File: src/sstd_pkg.sv
// Shared types, sizes and codes for the sorted score table.
package sstd_pkg;

    localparam int DEPTH = 16;
    localparam int IDX_W = (DEPTH > 1) ? $clog2(DEPTH) : 1;
    localparam int CNT_W = $clog2(DEPTH + 1);
    localparam int NAME_W = 24;
    localparam int SCORE_W = 32;
    localparam int STATUS_W = 3;
    localparam int COUNT_W = 5;

    typedef logic [NAME_W-1:0] name_t;
    typedef logic signed [SCORE_W-1:0] score_t;
    typedef logic [IDX_W-1:0] idx_t;
    typedef logic [CNT_W-1:0] cnt_t;
    typedef logic [STATUS_W-1:0] status_t;
    typedef logic [COUNT_W-1:0] count_t;

    localparam status_t ST_INSERTED = 3'd0;
    localparam status_t ST_IGNORED  = 3'd1;
    localparam status_t ST_UPDATED  = 3'd2;
    localparam status_t ST_REMOVED  = 3'd3;
    localparam status_t ST_EMPTY    = 3'd4;
    localparam status_t ST_REFUSED  = 3'd5;

    localparam logic OP_ADD    = 1'b0;
    localparam logic OP_REMOVE = 1'b1;

    typedef enum logic [1:0] {
        TBL_NOP,
        TBL_DELETE,
        TBL_INSERT
    } tbl_op_t;

    typedef struct packed {
        tbl_op_t op;
        idx_t    idx;
        name_t   name;
        score_t  score;
    } tbl_cmd_t;

    typedef struct packed {
        logic name_eq;
        logic stored_gt;
        logic new_before;
    } cmp_res_t;

endpackage

File: src/sstd_cmp.sv
// Shared compare unit: name match, score order and rank order of two entries.
module sstd_cmp (
    input  sstd_pkg::name_t    new_name,
    input  sstd_pkg::score_t   new_score,
    input  sstd_pkg::name_t    stored_name,
    input  sstd_pkg::score_t   stored_score,
    output sstd_pkg::cmp_res_t res
);
    import sstd_pkg::*;

    always_comb begin
        res.name_eq    = (new_name == stored_name);
        res.stored_gt  = (stored_score > new_score);
        res.new_before = (new_score > stored_score) ||
                         ((new_score == stored_score) && (new_name < stored_name));
    end

endmodule

File: src/sstd_table.sv
// Entry register file with parallel shift for delete and ordered insert.
module sstd_table (
    input  logic              aclk,
    input  sstd_pkg::tbl_cmd_t cmd,
    input  sstd_pkg::idx_t    rd_idx,
    output sstd_pkg::name_t   rd_name,
    output sstd_pkg::score_t  rd_score,
    output sstd_pkg::name_t   head_name,
    output sstd_pkg::score_t  head_score
);
    import sstd_pkg::*;

    name_t  name_reg  [DEPTH];
    score_t score_reg [DEPTH];

    for (genvar i = 0; i < DEPTH; i++) begin : g_entry
        always_ff @(posedge aclk) begin
            case (cmd.op)
                TBL_DELETE: begin
                    if (idx_t'(i) >= cmd.idx) begin
                        if (i < DEPTH - 1) begin
                            name_reg[i]  <= name_reg[(i < DEPTH - 1) ? i + 1 : i];
                            score_reg[i] <= score_reg[(i < DEPTH - 1) ? i + 1 : i];
                        end
                    end
                end
                TBL_INSERT: begin
                    if (idx_t'(i) == cmd.idx) begin
                        name_reg[i]  <= cmd.name;
                        score_reg[i] <= cmd.score;
                    end else if (idx_t'(i) > cmd.idx) begin
                        name_reg[i]  <= name_reg[(i > 0) ? i - 1 : i];
                        score_reg[i] <= score_reg[(i > 0) ? i - 1 : i];
                    end
                end
                default: begin
                end
            endcase
        end
    end

    assign rd_name    = name_reg[rd_idx];
    assign rd_score   = score_reg[rd_idx];
    assign head_name  = name_reg[0];
    assign head_score = score_reg[0];

endmodule

File: src/sorted_score_table_with_name_dedupe.sv
// Sorted score table with name dedupe: sequencer, entry count and result register.
// Remove: the head entry, if any, is deleted and returned. Add: a name walk, a full check
// if the name is new and the table full, then an ordered-position walk to the insert, if any.
// Next accept in the cycle after the result loads; a held result stalls the sequencer.
// Reset (aresetn low, synchronous) empties the table and clears the result channel.
// Entry storage has no reset; only entries below the count are ever read.
module sorted_score_table_with_name_dedupe (
    input  logic                aclk,
    input  logic                aresetn,
    input  logic                s_valid,
    output logic                s_ready,
    input  logic                s_operation,
    input  sstd_pkg::name_t     s_entry_name,
    input  sstd_pkg::score_t    s_entry_score,
    output logic                m_valid,
    input  logic                m_ready,
    output sstd_pkg::status_t   m_status,
    output sstd_pkg::name_t     m_head_name,
    output sstd_pkg::score_t    m_head_score,
    output sstd_pkg::count_t    m_entry_count
);
    import sstd_pkg::*;

    typedef enum logic [2:0] {
        S_IDLE,
        S_REMOVE,
        S_FIND,
        S_FULL,
        S_SEEK,
        S_DONE
    } state_t;

    state_t   state_reg;
    name_t    name_reg;
    score_t   score_reg;
    cnt_t     count_reg;
    cnt_t     walk_reg;
    status_t  status_reg;
    name_t    head_name_reg;
    score_t   head_score_reg;
    logic     m_valid_reg;
    status_t  m_status_reg;
    name_t    m_head_name_reg;
    score_t   m_head_score_reg;
    count_t   m_count_reg;

    tbl_cmd_t tbl_cmd;
    name_t    rd_name;
    score_t   rd_score;
    name_t    head_name;
    score_t   head_score;
    cmp_res_t cmp;

    sstd_table u_table (
        .aclk       (aclk),
        .cmd        (tbl_cmd),
        .rd_idx     (walk_reg[IDX_W-1:0]),
        .rd_name    (rd_name),
        .rd_score   (rd_score),
        .head_name  (head_name),
        .head_score (head_score)
    );

    sstd_cmp u_cmp (
        .new_name     (name_reg),
        .new_score    (score_reg),
        .stored_name  (rd_name),
        .stored_score (rd_score),
        .res          (cmp)
    );

    always_comb begin
        tbl_cmd       = '0;
        tbl_cmd.op    = TBL_NOP;
        tbl_cmd.idx   = walk_reg[IDX_W-1:0];
        tbl_cmd.name  = name_reg;
        tbl_cmd.score = score_reg;
        case (state_reg)
            S_REMOVE: begin
                if (count_reg != '0) begin
                    tbl_cmd.op  = TBL_DELETE;
                    tbl_cmd.idx = '0;
                end
            end
            S_FIND: begin
                if (walk_reg != count_reg && cmp.name_eq && !cmp.stored_gt) begin
                    tbl_cmd.op = TBL_DELETE;
                end
            end
            S_SEEK: begin
                if (walk_reg == count_reg || cmp.new_before) begin
                    tbl_cmd.op = TBL_INSERT;
                end
            end
            default: begin
            end
        endcase
    end

    always_ff @(posedge aclk) begin
        if (!aresetn) begin
            state_reg   <= S_IDLE;
            count_reg   <= '0;
            m_valid_reg <= 1'b0;
        end else begin
            if (m_valid_reg && m_ready && state_reg != S_DONE) begin
                m_valid_reg <= 1'b0;
            end
            case (state_reg)
                S_IDLE: begin
                    if (s_valid) begin
                        name_reg       <= s_entry_name;
                        score_reg      <= s_entry_score;
                        head_name_reg  <= '0;
                        head_score_reg <= '0;
                        walk_reg       <= '0;
                        state_reg      <= (s_operation == OP_REMOVE) ? S_REMOVE : S_FIND;
                    end
                end
                S_REMOVE: begin
                    if (count_reg == '0) begin
                        status_reg <= ST_EMPTY;
                    end else begin
                        head_name_reg  <= head_name;
                        head_score_reg <= head_score;
                        count_reg      <= count_reg - 1'b1;
                        status_reg     <= ST_REMOVED;
                    end
                    state_reg <= S_DONE;
                end
                S_FIND: begin
                    if (walk_reg == count_reg) begin
                        if (count_reg == cnt_t'(DEPTH)) begin
                            walk_reg  <= count_reg - 1'b1;
                            state_reg <= S_FULL;
                        end else begin
                            walk_reg   <= '0;
                            status_reg <= ST_INSERTED;
                            state_reg  <= S_SEEK;
                        end
                    end else if (cmp.name_eq) begin
                        if (cmp.stored_gt) begin
                            status_reg <= ST_IGNORED;
                            state_reg  <= S_DONE;
                        end else begin
                            count_reg  <= count_reg - 1'b1;
                            walk_reg   <= '0;
                            status_reg <= ST_UPDATED;
                            state_reg  <= S_SEEK;
                        end
                    end else begin
                        walk_reg <= walk_reg + 1'b1;
                    end
                end
                S_FULL: begin
                    if (cmp.new_before) begin
                        count_reg  <= count_reg - 1'b1;
                        walk_reg   <= '0;
                        status_reg <= ST_INSERTED;
                        state_reg  <= S_SEEK;
                    end else begin
                        status_reg <= ST_REFUSED;
                        state_reg  <= S_DONE;
                    end
                end
                S_SEEK: begin
                    if (walk_reg == count_reg || cmp.new_before) begin
                        count_reg <= count_reg + 1'b1;
                        state_reg <= S_DONE;
                    end else begin
                        walk_reg <= walk_reg + 1'b1;
                    end
                end
                S_DONE: begin
                    if (!m_valid_reg || m_ready) begin
                        m_valid_reg      <= 1'b1;
                        m_status_reg     <= status_reg;
                        m_head_name_reg  <= head_name_reg;
                        m_head_score_reg <= head_score_reg;
                        m_count_reg      <= count_t'(count_reg);
                        state_reg        <= S_IDLE;
                    end
                end
                default: begin
                    state_reg <= S_IDLE;
                end
            endcase
        end
    end

    assign s_ready       = (state_reg == S_IDLE);
    assign m_valid       = m_valid_reg;
    assign m_status      = m_status_reg;
    assign m_head_name   = m_head_name_reg;
    assign m_head_score  = m_head_score_reg;
    assign m_entry_count = m_count_reg;

endmodule

File: config.mk
export PLATFORM = sky130hd
export DESIGN_NAME = sorted_score_table_with_name_dedupe
export DESIGN_NICKNAME = d
export VERILOG_FILES = /design/src/sstd_pkg.sv /design/src/sstd_cmp.sv /design/src/sstd_table.sv /design/src/sorted_score_table_with_name_dedupe.sv
export SDC_FILE = /design/constraint.sdc
export NUM_CORES = 2
export LEC_CHECK = 0
export BUFFER_PORTS_ARGS = -buffer_cell sky130_fd_sc_hd__buf_2
export CORE_MARGIN = 8
export CORE_UTILIZATION = 57
export CTS_CLUSTER_DIAMETER = 40
export DETAILED_ROUTE_END_ITERATION = 16
export PLACE_DENSITY = 0.73
export SLEW_MARGIN = 20
export SYNTH_ARGS = -nofsm -noshare
export SYNTH_HDL_FRONTEND = slang
export SYNTH_SLANG_ARGS = --single-unit
File: constraint.sdc
create_clock -name aclk -period 9 [get_ports aclk]
set_input_delay 0.9 -clock aclk [delete_from_list [all_inputs] [get_ports aclk]]
set_output_delay 0.9 -clock aclk [all_outputs]
set_load 0.01 [all_outputs]
==> flow_summary.yaml <==
worst_setup_path:
  cp.arrival_ns: 7.96
  path_class: "flop to flop"
  end_kind: "flop"
  cp_cell_sequence: "buf_4 -> mux4_2 -> mux4_2 -> ha_1 -> nand4_1 -> nor3_1 -> a21boi_0 -> o31a_1 -> o31ai_4 -> buf_4 -> o21ai_2 -> buf_4 -> inv_8 -> nand2_4 -> buf_4 -> mux2_2"
  cpMostUsedCell: "buf_4"
  crit_fanout: 76
  critPathSlowestCell: "dfxtp_4"
  cp.required_ns: 9.51
  start_kind: "flop"
  critPathMaxStageDelay_ns: 0.99
synth:
  synth-xor-area-share: 0.00164
  synth_enable_flop_cells: 1080
  synth_top_family_by_area: "multiplexers"
  synth_top_area_share: 0.551
  synth_area_leaders: "edfxtp_1, mux4_2, nand2_1, nor2_1, a2bb2oi_1"
  syn_area_per_cell_um2: 12.4
  muxShareOfSynthArea: 0.154
  yosysUniqueCellTypes: 75
  syn-num-nets: 4886
  ys.flop_type: "edfxtp_1"
  synth_area_um2: 58900
  synth_top_area_cell: "edfxtp_1"
  yosysSeqAreaShare: 0.555
  ys_ff_latch: 1093
  synth-compound-area-share: 0.142
  synthSimpleGateAreaFrac: 0.0930
  yosys_warnings: 0
  synth_fa_ha_area_frac: 0.0125
  async_flop_share: 0
  synthCells: 4766
global_route:
  grt_pass1_wl_um: 294000
  grt.overflow.total: 0
  grt.total_usage: 0.346
  grt_max_degree: 225
  antenna_found_initial: 5
  first_global_vias: 44700
cts:
  cts_sinks: 1093
  cts_buffer_depth: 3
  cts-resized-gates: 0
  root_buffer: "clkbuf_16"
  htree_levels: 4
  post_cts_buffers: 0
  cts_buffers: 155
  cts.clk_slew.worst_paths_ns: 0.06
  cts_tree: "done"
  clk_latency_ns: 0.78
  holdBufCountCts: 0
die:
  design.core.area_um2: 103000
  die_x_um: 337
  rows: 118
  dieArea_um2: 114000
  pin_count: 127
  start_util: 0.571
  die_y_um: 337
timing:
  setup-tns-final_ns: 0
  min_period_ns: 7.45
  slew_headroom: 0.169
  worst_pin_slew_ns: 1.24
  setup_violations: 0
  finalClockSkew_ns: 0.0400
  final_hold_viol_count: 0
  fmax_mhz: 134
  period_share: 0.828
  slew_viol_final: 0
  rsz0062_at_grt: "false"
detailed_routing:
  drc_errors: 0
  vias: 45900
  dr.first_iter.drc_count: 8035
  routedWlPerCell_um: 32.3
  dr.pass1.iters: 6
  ant_nets: 0
  via_per_inst: 7.38
  wirelength_um: 201000
power:
  ir_drop_mv: 0.354
  power.total_mw: 26.7
  power_density_nw_per_um2: 405
  p_leak_nw: 23.5
final_layout:
  largest_reg_flops: 512
  final_area_um2: 66000
  layout_commonest_cell: "edfxtp_1"
  num-nets-final: 4826
  final_util: 0.640
  drive_gt1_frac: 0.202
  final_cell_mix: "edfxtp_1, nand2_1, nor2_1"
  area_delta_synth_final_pct: 12.0
placed_design:
  placed_area_um2: 60600
  placement.io_buffers: 126
  place.gp.congestion: 0.946
  hpwlAfterDp_um: 113000
run:
  maxCapViolations: 0
hold_path:
  min_path_type: "input port to flop"
outcome:
  status: "complete, no violations"
==> synth_stat cells, types with 37 or more instances <==
cell / instances
o21ai_0: 167
mux2_2: 44
buf_1: 44
nand2_1: 626
nor2_1: 488
a22oi_1: 72
buf_2: 148
mux2_4: 40
and2_1: 62
clkbuf_1: 228
a2bb2oi_1: 209
edfxtp_1: 1080
a21oi_1: 144
inv_1: 63
a31oi_1: 228
o22ai_1: 269
mux2i_1: 168
ha_1: 59
o221a_2: 37
mux4_2: 280
nand2b_1: 64
==> worst max-delay path, delay by kind of cell, from the launching register on <==
family	cells	cell delay [ns]
multiplexers	3	1.27
AND/OR/NAND/NOR	3	1.40
buffers and inverters	5	2.19
adder cells (fa/ha/maj)	1	0.34
flip-flops	1	0.99
AO/OA/AOI/OAI	4	0.91
==> worst paths after layout <==
path | from | end | slack, ns | cells past startpoint
max | flop | u_table.name_reg[15][23] | 1.55 | 16
min | s_entry_score[10] | score_reg[10] | 0.30 | 1
max reg2reg | flop | u_table.name_reg[15][23] | 1.55 | 16
min reg2reg | head_score_reg[23] | m_head_score[23] | 0.41 | 0
==> area by class of cell <==
type                       count  area (um2)
timing repair buffer         254        1810
sequential                  1093       32700
clock buffer                 179        4130
fill                        7595       37100
inverter                      64         248
antenna                        6        15.0
tap                         1380        1730
clock inverter               102        1170
multi-input combinational   3138       24200
==> per-stage QoR <==
stage	setup WS [ns]	cells	hold slack (ns)
floorplan	0.0349	4766	0.400
global placement	1.82	5927	0.401
detailed placement	1.70	5928	0.405
CTS	1.68	6209	0.263
global route	1.42	6210	0.284
finish	1.55	6216	0.302
==> per-layer routing <==
metal  global-route usage  wire [um]  vias up
li1                     -          -    18400
met1                0.455      70000    22200
met3                0.115      31300      869
met5                    0          0        -
met2                0.508      86800     4385
met4                0.187      12500        0
==> logic make-up (layout without fill, tap and decap cells) <==
logic type,after synthesis,after routing
other cells,0,6
fa+ha+maj,59,59
compound gates,1216,1216
xor+xnor,11,11
buf+inv,535,599
simple gates,1320,1320
mux,532,532
flops,1093,1093
==> where the power goes <==
group / internal [mW] / leakage, nW / switching [mW] / total [mW]
registers: 8.21 / 9.95 / 1.65 / 9.86
clock network: 3.86 / 2.55 / 2.45 / 6.31
logic: 4.30 / 11.0 / 6.26 / 10.6
total: 16.4 / 23.5 / 10.3 / 26.7
Power figures use the tool's default switching activity.
